$ cat src/rtl/core/dbs_pkg.sv
// Shared types and constants for the debug breakpoint and step unit.
package dbs_pkg;

	// Fixed field widths of the item ports
	localparam int unsigned MODE_W       = 3;
	localparam int unsigned ADDR_FIELD_W = 32;

	// Defaults for the top-level parameters
	localparam int unsigned BP_SLOTS_DEF  = 8;
	localparam int unsigned ADDR_BITS_DEF = 32;

	// Item kinds; the remaining codes are ignored
	typedef enum logic [MODE_W-1:0] {
		MODE_TICK     = 3'd0,
		MODE_SET      = 3'd1,
		MODE_CLEAR    = 3'd2,
		MODE_CONTINUE = 3'd3,
		MODE_STEP     = 3'd4
	} dbs_mode_t;

	// Lookup result from the breakpoint table
	typedef struct packed {
		logic match;  // some valid slot holds the address
		logic full;   // no free slot left
	} dbs_tbl_stat_t;

	// Run-control result for the item in flight
	typedef struct packed {
		logic stop;   // trap stop reported
		logic paused; // pause flag after the item
		logic hit;    // latched hit after the item
	} dbs_run_stat_t;

endpackage

$ cat src/rtl/core/debug_breakpoint_step_unit.sv
// Top level of the debug breakpoint and single-step unit.
//
//  channel | valid     | stall     | payload
//  --------+-----------+-----------+----------------------------------------
//  cmd     | cmd_valid | cmd_stall | mode, address
//  rsp     | rsp_valid | rsp_stall | status, stop_report, paused, hit_latched
//
// One item per cycle unless stalled; input register, then result register.
// The slot compare and the flag update sit between the two registers.
// Reset clears slot valid bits and flags at once; no sweep is needed.
// A stalled result holds the result register; cmd_stall rises only when
// the input register is full and the result cannot move.
module debug_breakpoint_step_unit #(
	parameter int unsigned BREAKPOINT_SLOTS = dbs_pkg::BP_SLOTS_DEF,
	parameter int unsigned ADDR_BITS        = dbs_pkg::ADDR_BITS_DEF
) (
	input  logic                              clk,
	input  logic                              arst_n,
	input  logic                              cmd_valid,
	output logic                              cmd_stall,
	input  logic [dbs_pkg::MODE_W-1:0]        mode,
	input  logic [dbs_pkg::ADDR_FIELD_W-1:0]  address,
	output logic                              rsp_valid,
	input  logic                              rsp_stall,
	output logic                              status,
	output logic                              stop_report,
	output logic                              paused,
	output logic                              hit_latched
);
	import dbs_pkg::*;

	// Address bits that take part in the compare
	localparam int unsigned AW = (ADDR_BITS < ADDR_FIELD_W) ? ADDR_BITS : ADDR_FIELD_W;

	logic                    valid_s1;
	logic [MODE_W-1:0]       mode_s1;
	logic [AW-1:0]           addr_s1;
	logic                    valid_s2;
	logic                    status_s2, stop_s2, paused_s2, hit_s2;
	logic                    advance;
	logic                    fire;
	dbs_mode_t               mode_e;
	dbs_tbl_stat_t           tbl;
	dbs_run_stat_t           run;

	// Stage one moves on when the result register is free or being taken
	assign advance   = !valid_s2 || !rsp_stall;
	assign fire      = valid_s1 && advance;
	assign cmd_stall = valid_s1 && !advance;
	assign mode_e    = dbs_mode_t'(mode_s1);

	// Input register
	always_ff @(posedge clk or negedge arst_n) begin
		if (!arst_n) begin
			valid_s1 <= 1'b0;
		end else if (!cmd_stall) begin
			valid_s1 <= cmd_valid;
		end
	end

	always_ff @(posedge clk) begin
		if (cmd_valid && !cmd_stall) begin
			mode_s1 <= mode;
			addr_s1 <= address[AW-1:0];
		end
	end

	dbs_bp_table #(
		.SLOTS (BREAKPOINT_SLOTS),
		.AW    (AW)
	) u_table (
		.clk    (clk),
		.arst_n (arst_n),
		.fire   (fire),
		.mode   (mode_e),
		.addr   (addr_s1),
		.stat   (tbl)
	);

	dbs_run_ctrl u_run (
		.clk    (clk),
		.arst_n (arst_n),
		.fire   (fire),
		.mode   (mode_e),
		.match  (tbl.match),
		.run    (run)
	);

	// Result register
	always_ff @(posedge clk or negedge arst_n) begin
		if (!arst_n) begin
			valid_s2 <= 1'b0;
		end else if (advance) begin
			valid_s2 <= valid_s1;
		end
	end

	always_ff @(posedge clk) begin
		if (fire) begin
			status_s2 <= (mode_e == MODE_SET) && !tbl.match && tbl.full;
			stop_s2   <= run.stop;
			paused_s2 <= run.paused;
			hit_s2    <= run.hit;
		end
	end

	assign rsp_valid   = valid_s2;
	assign status      = status_s2;
	assign stop_report = stop_s2;
	assign paused      = paused_s2;
	assign hit_latched = hit_s2;

`ifndef NO_ASSERTIONS
	// A reported stop always leaves the CPU paused
	a_stop_paused: assert property (@(posedge clk) disable iff (!arst_n)
		rsp_valid && stop_report |-> paused)
		else $error("stop reported without pause");

	// A full-table status never comes with a stop
	a_status_no_stop: assert property (@(posedge clk) disable iff (!arst_n)
		rsp_valid && status |-> !stop_report)
		else $error("status and stop together");

	// A reported hit always comes with the pause flag
	a_hit_paused_out: assert property (@(posedge clk) disable iff (!arst_n)
		rsp_valid && hit_latched |-> paused)
		else $error("hit reported without pause");
`endif

endmodule

$ cat src/rtl/core/dbs_bp_table.sv
// Breakpoint slot table: parallel address compare, insert into lowest free slot, remove.
module dbs_bp_table #(
	parameter int unsigned SLOTS = dbs_pkg::BP_SLOTS_DEF,
	parameter int unsigned AW    = dbs_pkg::ADDR_BITS_DEF
) (
	input  logic                  clk,
	input  logic                  arst_n,
	input  logic                  fire,
	input  dbs_pkg::dbs_mode_t    mode,
	input  logic [AW-1:0]         addr,
	output dbs_pkg::dbs_tbl_stat_t stat
);
	import dbs_pkg::*;

	logic [AW-1:0]    slot_addr_q [SLOTS];
	logic [SLOTS-1:0] valid_q;
	logic [SLOTS-1:0] match;
	logic [SLOTS-1:0] free;
	logic [SLOTS-1:0] first_free;
	logic             do_insert;
	logic             do_remove;

	// Compare every slot against the item address
	always_comb begin
		for (int k = 0; k < SLOTS; k++) begin
			match[k] = valid_q[k] && (slot_addr_q[k] == addr);
		end
	end

	// Lowest free slot as a one-hot mask
	assign free       = ~valid_q;
	assign first_free = free & (~free + SLOTS'(1));

	assign stat.match = |match;
	assign stat.full  = ~|free;

	assign do_insert = fire && (mode == MODE_SET) && !stat.match && !stat.full;
	assign do_remove = fire && (mode == MODE_CLEAR);

	// Slot valid bits
	always_ff @(posedge clk or negedge arst_n) begin
		if (!arst_n) begin
			valid_q <= '0;
		end else if (do_insert) begin
			valid_q <= valid_q | first_free;
		end else if (do_remove) begin
			valid_q <= valid_q & ~match;
		end
	end

	// Slot addresses, written only into the slot being claimed
	always_ff @(posedge clk) begin
		for (int k = 0; k < SLOTS; k++) begin
			if (do_insert && first_free[k]) begin
				slot_addr_q[k] <= addr;
			end
		end
	end

`ifndef NO_ASSERTIONS
	// An insert claims exactly one previously free slot
	a_insert_onehot: assert property (@(posedge clk) disable iff (!arst_n)
		do_insert |-> $onehot(first_free))
		else $error("insert without a single free slot");

	// An insert adds exactly one valid slot
	a_insert_count: assert property (@(posedge clk) disable iff (!arst_n)
		do_insert |=> ($countones(valid_q) == $countones($past(valid_q)) + 1))
		else $error("insert did not add one slot");

	// A set of an address already present leaves the table alone
	a_dup_set: assert property (@(posedge clk) disable iff (!arst_n)
		fire && (mode == MODE_SET) && stat.match |=> $stable(valid_q))
		else $error("duplicate set changed the table");
`endif

endmodule

$ cat src/rtl/core/dbs_run_ctrl.sv
// Run control: latched hit, pause flag and single-step budget.
module dbs_run_ctrl (
	input  logic                   clk,
	input  logic                   arst_n,
	input  logic                   fire,
	input  dbs_pkg::dbs_mode_t     mode,
	input  logic                   match,
	output dbs_pkg::dbs_run_stat_t run
);
	import dbs_pkg::*;

	logic hit_q, pause_q, step_q;
	logic hit_d, pause_d, step_d, stop_d;

	// Next flags for the item in stage one
	always_comb begin
		hit_d   = hit_q;
		pause_d = pause_q;
		step_d  = step_q;
		stop_d  = 1'b0;
		unique case (mode)
			MODE_TICK: begin
				if (!hit_q && match) begin
					hit_d  = 1'b1;
					stop_d = 1'b1;
				end
				if (hit_d) begin
					// breakpoint wins over a pending step
					pause_d = 1'b1;
					step_d  = 1'b0;
				end else if (!pause_q && step_q) begin
					step_d  = 1'b0;
					pause_d = 1'b1;
					stop_d  = 1'b1;
				end
			end
			MODE_CONTINUE: begin
				pause_d = 1'b0;
				hit_d   = 1'b0;
			end
			MODE_STEP: begin
				step_d  = 1'b1;
				pause_d = 1'b0;
				hit_d   = 1'b0;
			end
			default: begin
				// set, clear and unused codes leave the flags alone
			end
		endcase
	end

	assign run.stop   = stop_d;
	assign run.paused = pause_d;
	assign run.hit    = hit_d;

	// Flag registers, updated as the item moves to the result register
	always_ff @(posedge clk or negedge arst_n) begin
		if (!arst_n) begin
			hit_q   <= 1'b0;
			pause_q <= 1'b0;
			step_q  <= 1'b0;
		end else if (fire) begin
			hit_q   <= hit_d;
			pause_q <= pause_d;
			step_q  <= step_d;
		end
	end

`ifndef NO_ASSERTIONS
	// A latched hit always holds the CPU
	a_hit_paused: assert property (@(posedge clk) disable iff (!arst_n)
		hit_q |-> pause_q)
		else $error("hit latched without pause");

	// A pending step never survives a latched hit
	a_hit_no_step: assert property (@(posedge clk) disable iff (!arst_n)
		hit_q |-> !step_q)
		else $error("step pending while hit latched");

	// A hit is only latched by a tick
	a_hit_from_tick: assert property (@(posedge clk) disable iff (!arst_n)
		$rose(hit_q) |-> $past(fire && (mode == MODE_TICK)))
		else $error("hit latched by a non-tick item");
`endif

endmodule
$ cat config.mk
export PLATFORM = sky130hd
export DESIGN_NAME = debug_breakpoint_step_unit
export DESIGN_NICKNAME = d
export VERILOG_FILES = /design/src/rtl/core/dbs_pkg.sv /design/src/rtl/core/debug_breakpoint_step_unit.sv /design/src/rtl/core/dbs_bp_table.sv /design/src/rtl/core/dbs_run_ctrl.sv
export SDC_FILE = /design/constraint.sdc
export NUM_CORES = 1
export LEC_CHECK = 0
export BUFFER_PORTS_ARGS = -buffer_cell sky130_fd_sc_hd__buf_2
export CORE_MARGIN = 10
export CORE_UTILIZATION = 60
export CTS_CLUSTER_DIAMETER = 150
export DETAILED_ROUTE_END_ITERATION = 10
export PLACE_DENSITY = 0.74
export SKIP_LAST_GASP = 1
export SLEW_MARGIN = 10
export SYNTH_ARGS = -nofsm -noshare
export SYNTH_HDL_FRONTEND = slang
export SYNTH_HIERARCHICAL = 1
export SYNTH_SLANG_ARGS = --single-unit
$ cat constraint.sdc
create_clock -name clk -period 7.41 [get_ports clk]
set_clock_uncertainty 0.2 [all_clocks]
set_input_delay 1.482 -clock clk [delete_from_list [all_inputs] [get_ports clk]]
set_output_delay 1.482 -clock clk [all_outputs]
set_load 0.02 [all_outputs]
# [After elaboration in Yosys (flattened, before gate mapping)]
# Memories as Yosys holds them, arrays and structs flattened.
# Cells that the tools add are included.
[word_totals] mem_count=1 regBits=52 ram_bits=256 wordCells=134 output_inout_bits=6 input_bits=39
[memory_table] memory="u_table.slot_addr_q" words=8 width=32 rd=8 rd_clocked_by_memory_dff=0 write_ports=1 line_no="dbs_bp_table.sv:15" rtl="logic [AW-1:0] slot_addr_q [SLOTS];"
[op_classes] n_mux=51 add_sub_neg=1 n_bitwise=6 eq_ne=13 n_reduce_logical=50
[ops] operator="equality test 32 bit" count=8
[ops] operator="2-to-1 mux 32 bit" count=7
[ops] operator="OR reduction 32 bit" count=7
[ops] operator="2-to-1 mux 1 bit" count=32
[ops] operator="logical AND 1 bit" count=27
[ops] operator="inverter 8 bit" count=3
[ops] operator="2-to-1 mux 3 bit" count=7
[ops] operator="AND 8 bit" count=2
[ops] operator="2-to-1 mux 8 bit" count=2
[ops] operator="OR reduction 8 bit" count=2
[ops] operator="adder 8 x 1 -> 8 bit (second input constant)" count=1
[ops] operator="logical NOT 1 bit" count=8
[ops] operator="bitwise OR 8 bit" count=1
[ops] operator="equality test 3 x 2 -> 1 bit (second input constant)" count=2
[ops] operator="case mux 1 bit (2 select lines)" count=3
[ops] operator="nonzero test 2 bit" count=2
[ops] operator="equality test 3 x 1 -> 1 bit (second input constant)" count=1
[ops] operator="equality test 3 bit (second input constant)" count=1
[ops] operator="logical NOT 3 bit" count=1
[ops] operator="inequality test 3 x 1 -> 1 bit (second input constant)" count=1
[ops] operator="AND reduction 3 bit" count=1
[ops] operator="OR reduction 2 bit" count=1
[ops] operator="logical OR 1 bit" count=1

# [Depth between registers and ports, before layout]
# Gate-level depths: netlist of the first run.
[depth] word_depth=17 depth_mapped=11 mapped_depth_nobuf=9

# [Modules after synthesis]
# Netlist of the first run, hierarchy kept.
[by_module_without_submodules] mod="dbs_bp_table" area_per_inst_um2=11359.6 cells_per_inst=694 seq_area_each_um2=7887.6 n_inst=1
[by_module_without_submodules] mod="debug_breakpoint_step_unit" area_per_inst_um2=1277.5 cells_per_inst=49 seq_area_each_um2=1221.2 n_inst=1
[by_module_without_submodules] mod="dbs_run_ctrl" area_per_inst_um2=247.7 cells_per_inst=30 seq_area_each_um2=75.1 n_inst=1

# [Worst setup path before layout of the first run]
# Ideal clock, no wire load.
[synth_path] path_type="input port to flip-flop" startpoint="input rsp_stall" endpoint="memory u_table/slot_addr_q[0][0] (netlist bit) (enable)" required_time_ps=6749 stages=5 arrival_ps=5657 n_path_buf=1 setup_ps=461 setup_slack_ps=1091 cell_sequence="a21boi_0 > nor4bb_1 > or4b_4 > buf_6 > nor3_1"
[synth_via] elab_chain_cells=17 word_cells_on_any_way=51 classes_between="mux: 30; reduce/logical: 21"
[synth_lines] item="from (decl)" line_no="debug_breakpoint_step_unit.sv:24" rtl="input logic rsp_stall,"
[synth_lines] item="logical NOT 1 bit (*)" line_no="debug_breakpoint_step_unit.sv:47" rtl="assign advance = !valid_s2 || !rsp_stall;"
[synth_lines] item="logical OR 1 bit (*)" line_no="debug_breakpoint_step_unit.sv:47"
[synth_lines] item="logical AND 1 bit (*)" line_no="debug_breakpoint_step_unit.sv:48" rtl="assign fire = valid_s1 && advance;"
[synth_lines] item="logical AND 1 bit (*) (3 in a row)" line_no="dbs_bp_table.sv:37" rtl="assign do_insert = fire && (mode == MODE_SET) && !stat.match && !stat.full;"
[synth_lines] item="logical AND 1 bit" line_no="dbs_bp_table.sv:54" rtl="if (do_insert && first_free[k]) begin"
[synth_lines] item="2-to-1 mux 1 bit" line_no="dbs_bp_table.sv:54"
[synth_lines] item="2-to-1 mux 1 bit (implied by the code)" line_no="dbs_bp_table.sv:55" rtl="slot_addr_q[k] <= addr;"
[synth_lines] item="OR reduction 32 bit (no source line)"
[synth_lines] item="2-to-1 mux 3 bit (no source line) / 2-to-1 mux 1 bit (equally long branches) (7 in a row)"
[synth_lines] item="to (decl)" line_no="dbs_bp_table.sv:15"
# Every way passes the cells marked *; elsewhere a longest branch is shown, timed or not.

# [Worst setup path after layout of the first run]
[layout_path] startpoint="input rsp_stall" endpoint="memory u_table/slot_addr_q[0][127] (netlist bit) (enable)"
[layout_via] elab_chain_cells=17 word_cells_on_any_way=51 classes_between="mux: 30; reduce/logical: 21"
[layout_lines] item="logical NOT 1 bit (*)" line_no="debug_breakpoint_step_unit.sv:47"
[layout_lines] item="logical OR 1 bit (*)" line_no="debug_breakpoint_step_unit.sv:47"
[layout_lines] item="logical AND 1 bit (*)" line_no="debug_breakpoint_step_unit.sv:48"
[layout_lines] item="via fire" line_no="debug_breakpoint_step_unit.sv:41" rtl="logic fire;"
[layout_lines] item="logical AND 1 bit (*) (3 in a row)" line_no="dbs_bp_table.sv:37"
[layout_lines] item="logical AND 1 bit" line_no="dbs_bp_table.sv:54"
[layout_lines] item="2-to-1 mux 1 bit" line_no="dbs_bp_table.sv:54"
[layout_lines] item="2-to-1 mux 1 bit (implied by the code)" line_no="dbs_bp_table.sv:55"
[layout_lines] item="OR reduction 32 bit (no source line)"
[layout_lines] item="2-to-1 mux 3 bit (no source line) / 2-to-1 mux 1 bit (equally long branches) (7 in a row)"
# Mark *: on every way through the listed nets, which the timed path passes. The rest lies on a longest branch.

==> summary.txt, run 1 <==
Final layout
  • Fill cells: 1379
  • Sequential cell area: 9180 um2
  • Nets: 864
  • Fin cells: 1123
  • Layout Utilization: 0.678
  • ANT cells: 0
  • Area of the multi-input gates: 3340 um2
  • Design area: 14300 um2
  • Most frequent cells in the layout: edfxtp_1 (295), xnor2_1 (256), nand4_1 (69)
  • Commonest non-fill, non-tap cell in the layout: edfxtp_1
  • Area growth, synth to finish: 10.9%
  • Layout cells sized above 1: 0.143

Route
  • Routed vias/inst: 5.81
  • DR pass1 iterations: 5
  • Wire per inst: 23.2 um
  • Drc violations: 0
  • Routed Antenna Nets: 0
  • Vias: 6523
  • Total wire length: 26100 um
  • DRT iter0 DRCs: 522

Outcome
  • Status: completed

Synth
  • Number of synthesized register bits: 308
  • Post-synth EDFFs: 295
  • Synth warn: 6
  • Synth top area share: 0.688
  • Async SR Flop Fraction: 0.0422
  • Ranking of synthesized cells by area: edfxtp_1 (69%), xnor2_1 (17%), nand4_1 (3.4%)
  • Syn Area/Cell: 16.7 um2
  • Synth area leader: edfxtp_1
  • Post-Syn Nets: 812
  • Mapped Cells: 773
  • Post-Syn Area: 12900 um2
  • Yosys cell types: 41
  • Top_reg_cell synth: edfxtp_1
  • Sequential share of the synthesized area: 0.713

Setup path
  • CP arrival: 4.67 ns
  • Setup crit end kind: flop
  • Worst setup SP type: primary input
  • Slowest stage delay, CP: 0.93 ns
  • Most used cell, CP: buf_4
  • R2R setup slack: 3.39 ns
  • WP data required: 7.46 ns
  • Setup Crit Path Kind: primary input to flop
  • Setup crit end: u_table/slot_addr_q[0][127]
  • Cell breakdown of the critical path: buf_2 > a21boi_0 > buf_4 > nor4bb_1 > or4b_4 > nor3_4 > buf_4
  • R2R Path Start: addr_s1[22]
  • Worst path slowest cell: nor4bb_1
  • Crit Path Max Fanout: 17
  • FF-to-FF End: u_table/slot_addr_q[0][127]
  • Crit path from: rsp_stall
  • FF-to-FF path depth: 8

Timing
  • Worst-margin pin slew: 1.08 ns
  • Final hold slack: 0.298 ns
  • Final hold vios: 0
  • Max-slew headroom: 0.269
  • Min Tclk post-route: 4.61 ns
  • Period utilisation layout: 0.623
  • Slew Viols, Final: 0
  • RSZ-0062 raised after global routing: no
  • Setup Viol. Count Final: 0
  • Final worst slack: 2.80 ns
  • Sum Neg Setup Slack: 0 ns
  • Max Fclk: 217 MHz

Floorplanning
  • Ports: 45
  • Die height: 167 um
  • DIE AREA: 27700 um2
  • Core Region: 21100 um2
  • Cell Rows: 53
  • Die Wd: 167 um
  • Initial core utilization: 0.611

Clock tree
  • Clock root cell: clkbuf_16
  • Max H-tree Level: 1
  • CTS Buffer Depth: 3
  • Insertion delay to the later sink of the worst-skew pair: 0.56 ns
  • Postcts setup bufs: 0
  • CTS tree: built
  • CTS Buf Count: 31
  • Clk slew on worst S/H paths: 0.06 ns
  • CTS Sinks: 308
  • # hold bufs at CTS: 0
  • CTS resizes: 0

Global routing
  • GRT Overall Usage: 0.184
  • Vias in the first global route: 6768
  • Initial antenna violation count: 0
  • GR Overflow Total: 0
  • Largest net degree at the start of global routing: 36
  • Global-route wire length before repair: 40400 um

Place
  • DP HPWL: 15700 um
  • Placed cell area: 13200 um2
  • GPL Wtd Cong: 0.890
  • Placed insts: 1067
  • I/O Buffers: 44
  • Place WS: 2.28 ns

Power
  • Share of power burned in registers: 0.530
  • Clock power frac: 0.429
  • Combinational group share of total power: 0.042
  • Leakage: 4.42 nW
  • Maximum vdd ir drop: 242 uV
  • Switching part of the total: 0.208
  • Switching Power: 0.810 mW
  • Internal: 3.08 mW
  • Pwr/cell area: 272 nW/um2
  • Final Power: 3.89 mW

Flow run
  • Max-Cap Viols: 0

Worst hold path
  • Worst hold path type: flop to flop
==> critical path, delay by kind of cell <==
kind | cells | cell delay [ns]
AOI/OAI and AO/OA | 1 | 0.16
buffers and inverters | 3 | 0.69
and+or+nand+nor | 3 | 2.32
==> metal layers <==
layer  vias to the layer above  track usage  share of wire  routed length [um]
met5                         -            0              0                   0
met4                         0       0.0512          0.022                 578
met3                        51       0.0313          0.048                1250
met2                       186        0.310           0.49               12900
met1                      3317        0.243           0.44               11400
li1                       2969            -              -                   -
==> synth_stat cells, types with 2 or more instances <==
cell type,instances
a211oi_1,2
a21o_2,2
a21oi_1,5
a221oi_1,2
and3_1,3
buf_4,4
buf_6,32
dfrtp_1,13
edfxtp_1,295
inv_1,5
nand2_1,14
nand2b_1,2
nand3_1,17
nand4_1,69
nor2_1,4
nor3_1,3
nor3_2,4
nor4_1,15
nor4bb_1,2
o21ai_0,2
o21ai_1,2
o2bb2ai_1,2
xnor2_1,256
==> worst min path at each step <==
stage                        start        end  depth (start not counted)
after floorplan           valid_s1  rsp_valid                          1
after global placement    valid_s1  rsp_valid                          1
after detailed placement  valid_s1  rsp_valid                          1
after CTS                 valid_s1  rsp_valid                          1
after global routing      valid_s1  rsp_valid                          1
final                     valid_s1  rsp_valid                          1
==> registers in the layout, summed over array words and instances (netlist names), 3 cells and up <==
name	count
mode_e	3
u_table/slot_addr_q	256
addr_s1	32
u_table/valid_q	8
==> area by class of cell <==
class / instances / area share
timing repair buffer: 56 / 0.0217
multi-input combinational: 423 / 0.234
clock inverter: 22 / 0.0215
clock buffer: 34 / 0.0551
tap: 275 / 0.0241
sequential: 308 / 0.643
inverter: 5 / 0.00131
==> power by group through the flow <==
| stage | Combinational (mW) | Sequential, mW | Clock [mW] |
|---|---|---|---|
| after global routing | 0.180 | 2.07 | 1.77 |
| after floorplan | 0.166 | 2.03 | 0 |
| after global placement | 0.154 | 2.09 | 0 |
| after CTS | 0.164 | 2.06 | 1.69 |
| final | 0.163 | 2.06 | 1.67 |
| after detailed placement | 0.162 | 2.10 | 0 |
==> cells by family after synthesis <==
| group | synth area share |
|---|---|
| flip-flops | 0.713 |
| XOR/XNOR | 0.174 |
| AND/OR/NAND/NOR | 0.0691 |
| buffers and inverters | 0.0320 |
| AO/OA/AOI/OAI | 0.0120 |
No activity file was read; power rests on OpenSTA's default activity.
==> run 2, diff against run 1 <==
--- a/config.mk
+++ b/config.mk
@@ -7,10 +7,10 @@
 export LEC_CHECK = 0
 export BUFFER_PORTS_ARGS = -buffer_cell sky130_fd_sc_hd__buf_2
 export CORE_MARGIN = 10
-export CORE_UTILIZATION = 60
+export CORE_UTILIZATION = 56
 export CTS_CLUSTER_DIAMETER = 150
 export DETAILED_ROUTE_END_ITERATION = 10
-export PLACE_DENSITY = 0.74
+export PLACE_DENSITY = 0.73
 export SKIP_LAST_GASP = 1
 export SLEW_MARGIN = 10
 export SYNTH_ARGS = -nofsm -noshare
==> constraint.sdc (replaced) <==
create_clock -name clk -period 4.1 [get_ports clk]
set_clock_uncertainty 0.2 [all_clocks]
set_input_delay 0.82 -clock clk [delete_from_list [all_inputs] [get_ports clk]]
set_output_delay 0.82 -clock clk [all_outputs]
set_load 0.02 [all_outputs]
==> summary.txt, run 2 (same netlist as run 1, synthesis figures left out) <==
Clock tree
  • CTS Buffer Depth: 3 (unchanged)
  • CTS resizes: 0 (unchanged)
  • CTS Sinks: 308 (unchanged)
  • CTS Buf Count: 31 (unchanged)
  • Insertion delay to the later sink of the worst-skew pair: 0.57 ns (about the same)
  • CTS tree: built
  • Clock root cell: clkbuf_16
  • Clk slew on worst S/H paths: 0.06 ns (about the same)
  • Max H-tree Level: 1 (unchanged)

Power
  • Leakage: 4.51 nW (+2.0%)
  • Final Power: 6.63 mW (+71%)
  • Pwr/cell area: 459 nW/um2 (+69%)
  • Maximum vdd ir drop: 356 uV (+47%)

Floorplanning
  • Ports: 45 (unchanged)
  • Die Wd: 172 um (+3.1%)
  • Core Region: 22600 um2 (+7.4%)
  • Die height: 172 um (+3.1%)
  • Initial core utilization: 0.569 (-0.0419)
  • DIE AREA: 29500 um2 (+6.3%)
  • Cell Rows: 55 (+3.8%)

Global routing
  • Global-route wire length before repair: 40600 um (+0.67%)
  • GRT Overall Usage: 0.184 (-0.000232)
  • GR Overflow Total: 0 (unchanged)
  • Largest net degree at the start of global routing: 36 (unchanged)
  • Initial antenna violation count: 0 (unchanged)
  • Vias in the first global route: 6835 (+0.99%)

Flow run
  • Max-Cap Viols: 0 (unchanged)

Route
  • Wire per inst: 22.9 um (-1.4%)
  • DR pass1 iterations: 5 (unchanged)
  • Vias: 6790 (+4.1%)
  • Drc violations: 0 (unchanged)
  • Total wire length: 26800 um (+2.8%)
  • DRT iter0 DRCs: 665 (+27%)
  • Routed vias/inst: 5.80 (about the same)
  • Routed Antenna Nets: 0 (unchanged)

Place
  • GPL Wtd Cong: 0.904 (+1.6%)
  • Place WS: 0.542 ns (-1.74 ns)
  • I/O Buffers: 44 (unchanged)
  • DP HPWL: 17100 um (+9.0%)

Timing
  • Slew Viols, Final: 0 (unchanged)
  • Setup Viol. Count Final: 0 (unchanged)
  • Final hold vios: 0 (unchanged)
  • Period utilisation layout: 0.901
  • RSZ-0062 raised after global routing: no
  • Worst-margin pin slew: 1.03 ns (-0.0538 ns)
  • Max-slew headroom: 0.314 (+0.0457)
  • Max Fclk: 271 MHz
  • Min Tclk post-route: 3.69 ns
  • Final worst slack: 0.405 ns (-2.39 ns)
  • Sum Neg Setup Slack: 0 ns (unchanged)

Final layout
  • Leading registers by flop count: u_table/slot_addr_q x256, addr_s1 x32, u_table/valid_q x8
  • Commonest non-fill, non-tap cell in the layout: edfxtp_1
  • Area growth, synth to finish: 12.1%
  • Nets: 904 (+4.6%)
  • Layout cells sized above 1: 0.172 (+0.0291)
  • ANT cells: 0 (unchanged)
  • Largest register FFs: 256 (unchanged)
  • Biggest register: u_table/slot_addr_q
  • Most frequent cells in the layout: edfxtp_1 (295), xnor2_1 (256), nand4_1 (69)

Setup path
  • Setup Crit Path Kind: flop to flop
  • Setup crit end kind: flop
  • CP arrival: 3.76 ns (-0.91 ns)
  • Crit Path Max Fanout: 32 (+15)
  • Worst setup SP type: flop
  • WP data required: 4.17 ns (-3.29 ns)

Worst hold path
  • Worst hold path type: primary input to flop

Outcome
  • Status: completed
[run 2: metrics by stage]
step	utilization	instances	instance area (um2)	hold WS (ns)
final	0.638	1170	14400	0.228
after global routing	0.638	1170	14400	0.206
after global placement	0.597	1116	13500	0.235
after detailed placement	0.597	1116	13500	0.241
after CTS	0.638	1170	14400	0.202
after floorplan	-	773	12900	0.267
[run 2: power by group]
group	total (mW)	internal (mW)	switching [mW]	leakage [nW]
sequential	3.60	3.53	0.0722	2.83
combinational	0.450	0.181	0.269	1.22
clock	2.58	1.45	1.13	0.446
[run 2: worst paths after layout]
| kind | slack (ns) | cells past startpoint | to | startpoint |
|---|---|---|---|---|
| max | 0.41 | 9 | u_table/slot_addr_q[1][33] | addr_s1[28] |
| min | 0.23 | 1 | addr_s1[4] | address[4] |
| max reg2reg | 0.41 | 9 | u_table/slot_addr_q[1][33] | addr_s1[28] |
| min reg2reg | 0.26 | 0 | u_table/slot_addr_q[1][74] | addr_s1[10] |
| max in group asynchronous | 2.95 | 2 | u_run/pause_q | arst_n |
| min in group asynchronous | 0.49 | 2 | u_table/valid_q[2] | arst_n |
[run 2: area by class of cell]
type | instances | area, um2
Fill cell | 1577 | 8190
Clock inverter | 14 | 114
Inverter | 5 | 18.8
Multi-Input combinational cell | 423 | 3350
Sequential cell | 308 | 9180
Clock buffer | 39 | 806
Tap cell | 285 | 357
Timing Repair Buffer | 96 | 613
[run 2: critical path: stages (launching register included)]
cell,delay [ns]
edfxtp_1,0.65
buf_4,0.29
xnor2_1,0.13
nand4_1,0.14
nor4_1,0.88
nand3_1,0.25
nand4_1,0.19
or4b_4,0.31
nor3b_4,0.07
buf_4,0.26
[run 2: per-layer routing]
layer / vias to the layer above / routed length (um) / GRT usage
li1: 3048 / - / -
met5: - / 0 / 0
met2: 252 / 12800 / 0.296
met1: 3424 / 11300 / 0.244
met4: 0 / 991 / 0.0715
met3: 66 / 1750 / 0.0344
[run 2: repair_timing]
| action | CTS | global route |
|---|---|---|
| hold buffers | 1 | 0 |
| hold endpoints to repair | 13 | 0 |
| setup buffers | 0 | 0 |
==> run 3, diff against run 2 <==
--- a/config.mk
+++ b/config.mk
@@ -6,7 +6,7 @@
 export NUM_CORES = 1
 export LEC_CHECK = 0
 export BUFFER_PORTS_ARGS = -buffer_cell sky130_fd_sc_hd__buf_2
-export CORE_MARGIN = 10
+export CORE_MARGIN = 3
 export CORE_UTILIZATION = 56
 export CTS_CLUSTER_DIAMETER = 150
 export DETAILED_ROUTE_END_ITERATION = 10
==> constraint.sdc (replaced) <==
create_clock -name clk -period 4.1 [get_ports clk]
set_clock_uncertainty 0.2 [all_clocks]
set_input_delay 0.205 -clock clk [delete_from_list [all_inputs] [get_ports clk]]
set_output_delay 0.205 -clock clk [all_outputs]
set_load 0.02 [all_outputs]
==> summary.txt, run 3 (same netlist as run 1, synthesis figures left out) <==
Route
  • DR pass1 iterations: 5 (unchanged)
  • Total wire length: 27700 um (+3.4%)
  • DRT iter0 DRCs: 706 (+6.2%)
  • Wire per inst: 23.0 um (+0.36%)
  • Routed vias/inst: 5.69 (-2.0%)
  • Drc violations: 0 (unchanged)
  • Routed Antenna Nets: 0 (unchanged)
  • Vias: 6854 (+0.94%)

Timing
  • Min Tclk post-route: 3.75 ns (+0.0507 ns)
  • Max Fclk: 267 MHz (-1.4%)
  • Period utilisation layout: 0.913 (+0.0124)
  • RSZ-0062 raised after global routing: no
  • Max-slew headroom: 0.313 (-0.00183)
  • Setup Viol. Count Final: 0 (unchanged)
  • Worst-margin pin slew: 1.03 ns (+0.00274 ns)
  • Final hold vios: 0 (unchanged)
  • Slew Viols, Final: 0 (unchanged)

Final layout
  • Layout cells sized above 1: 0.160 (-0.0118)
  • Biggest register: u_table/slot_addr_q
  • Layout Utilization: 0.673 (+0.0351)
  • Area growth, synth to finish: 16.1%
  • Most frequent cells in the layout: edfxtp_1 (295), xnor2_1 (256), nand4_1 (69)
  • Largest register FFs: 256 (unchanged)
  • Fill cells: 1462 (-7.3%)
  • ANT cells: 0 (unchanged)
  • Leading registers by flop count: u_table/slot_addr_q x256, addr_s1 x32, u_table/valid_q x8
  • Commonest non-fill, non-tap cell in the layout: edfxtp_1
  • Nets: 943 (+4.3%)

Clock tree
  • CTS tree: built
  • # hold bufs at CTS: 40 (+39)
  • Max H-tree Level: 1 (unchanged)
  • Insertion delay to the later sink of the worst-skew pair: 0.56 ns (about the same)
  • Clock root cell: clkbuf_16
  • Clk slew on worst S/H paths: 0.06 ns (about the same)
  • CTS Buf Count: 30 (-3.2%)
  • CTS Buffer Depth: 3 (unchanged)
  • CTS Sinks: 308 (unchanged)
  • Postcts setup bufs: 0 (unchanged)
  • CTS resizes: 0 (unchanged)

Global routing
  • Largest net degree at the start of global routing: 36 (unchanged)
  • GRT Overall Usage: 0.228 (+0.0442)
  • Vias in the first global route: 6905 (+1.0%)
  • Global-route wire length before repair: 42000 um (+3.4%)
  • Initial antenna violation count: 0 (unchanged)
  • GR Overflow Total: 0 (unchanged)

Worst hold path
  • Worst hold path type: primary input to flop

Place
  • GPL Wtd Cong: 0.922 (+2.0%)
  • DP HPWL: 18000 um (+5.4%)
  • I/O Buffers: 44 (unchanged)

Power
  • Pwr/cell area: 440 nW/um2 (-4.1%)
  • Final Power: 6.58 mW (-0.70%)
  • Maximum vdd ir drop: 303 uV (-15%)
  • Leakage: 4.70 nW (+4.2%)

Setup path
  • Setup Crit Path Kind: flop to flop
  • Setup crit end kind: flop
  • Worst setup SP type: flop
  • Crit Path Max Fanout: 17 (-47%)
  • CP arrival: 3.79 ns (+0.03 ns)
  • WP data required: 4.15 ns (-0.02 ns)

Floorplanning
  • Ports: 45 (unchanged)
  • Core Region: 22200 um2 (-1.8%)
  • Die Wd: 158 um (-8.2%)
  • Cell Rows: 54 (-1.8%)
  • Die height: 158 um (-8.2%)
  • DIE AREA: 24900 um2 (-16%)
  • Initial core utilization: 0.580 (+0.0105)

Outcome
  • Status: completed

Flow run
  • Max-Cap Viols: 0 (unchanged)
run 3: changes by cell type in the layout (fill, tap and decap cells not counted), moves of 2 or more:
cell	change
clkinv_2	-2
dlygate4sd3_1	+39
clkinv_1	+4
buf_12	+13
buf_4	-12
run 3: stage by stage:
| stage | setup slack [ns] | TNS (ns) | instance area (um2) | cells | hold WS (ns) |
|---|---|---|---|---|---|
| floorplan | -0.321 | -41.13 | 12900 | 773 | -0.291 |
| global placement | 0.374 | 0 | 13700 | 1112 | -0.0844 |
| detailed placement | 0.339 | 0 | 13700 | 1112 | -0.0770 |
| CTS | 0.319 | 0 | 15000 | 1205 | 0.130 |
| global route | 0.126 | 0 | 15000 | 1205 | 0.147 |
| finish | 0.355 | 0 | 15000 | 1205 | 0.156 |
run 3: path summary, 6_finish.rpt:
kind                        startpoint                    endpoint  slack [ns]  cells past startpoint
hold reg to reg            addr_s1[18]  u_table/slot_addr_q[0][82]        0.31                      0
min in group asynchronous       arst_n          u_table/valid_q[3]        0.60                      3
hold / removal             address[28]                 addr_s1[28]        0.16                      2
max in group asynchronous       arst_n                   rsp_valid        2.66                      3
setup / recovery            addr_s1[8]  u_table/slot_addr_q[0][99]        0.35                      8
setup reg to reg            addr_s1[8]  u_table/slot_addr_q[0][99]        0.35                      8
run 3: area by class of cell:
cell class | count | area [um2] | share of cell area
clock buffer | 39 | 785 | 0.0524
tap | 280 | 350 | 0.0234
sequential | 308 | 9180 | 0.614
inverter | 5 | 18.8 | 0.00125
multi-input combinational | 423 | 3350 | 0.224
clock inverter | 14 | 98.8 | 0.00661
timing repair buffer | 136 | 1170 | 0.0784
run 3: critical path, cell delays in order, from the launching register on:
cell and delay (ns):
edfxtp_1 0.89, xnor2_1 0.16, nand4_1 0.22, nor4_1 0.10
nand3_1 0.12, nand4_1 0.10, or4b_4 0.70, nor3_4 0.69
buf_12 0.25
run 3: report_power, final:
group	total (mW)	internal [mW]	switching (mW)
logic	0.486	0.217	0.269
registers	3.61	3.53	0.0771
clock network	2.49	1.40	1.09
total	6.58	5.15	1.44
run 3: layer usage:
metal	GRT usage	part of all wire	wire length, um	up-vias
li1	-	-	-	3124
met1	0.335	0.45	12400	3465
met2	0.369	0.48	13200	227
met3	0.0328	0.060	1660	38
met4	0.0517	0.016	447	0
met5	0	0	0	-
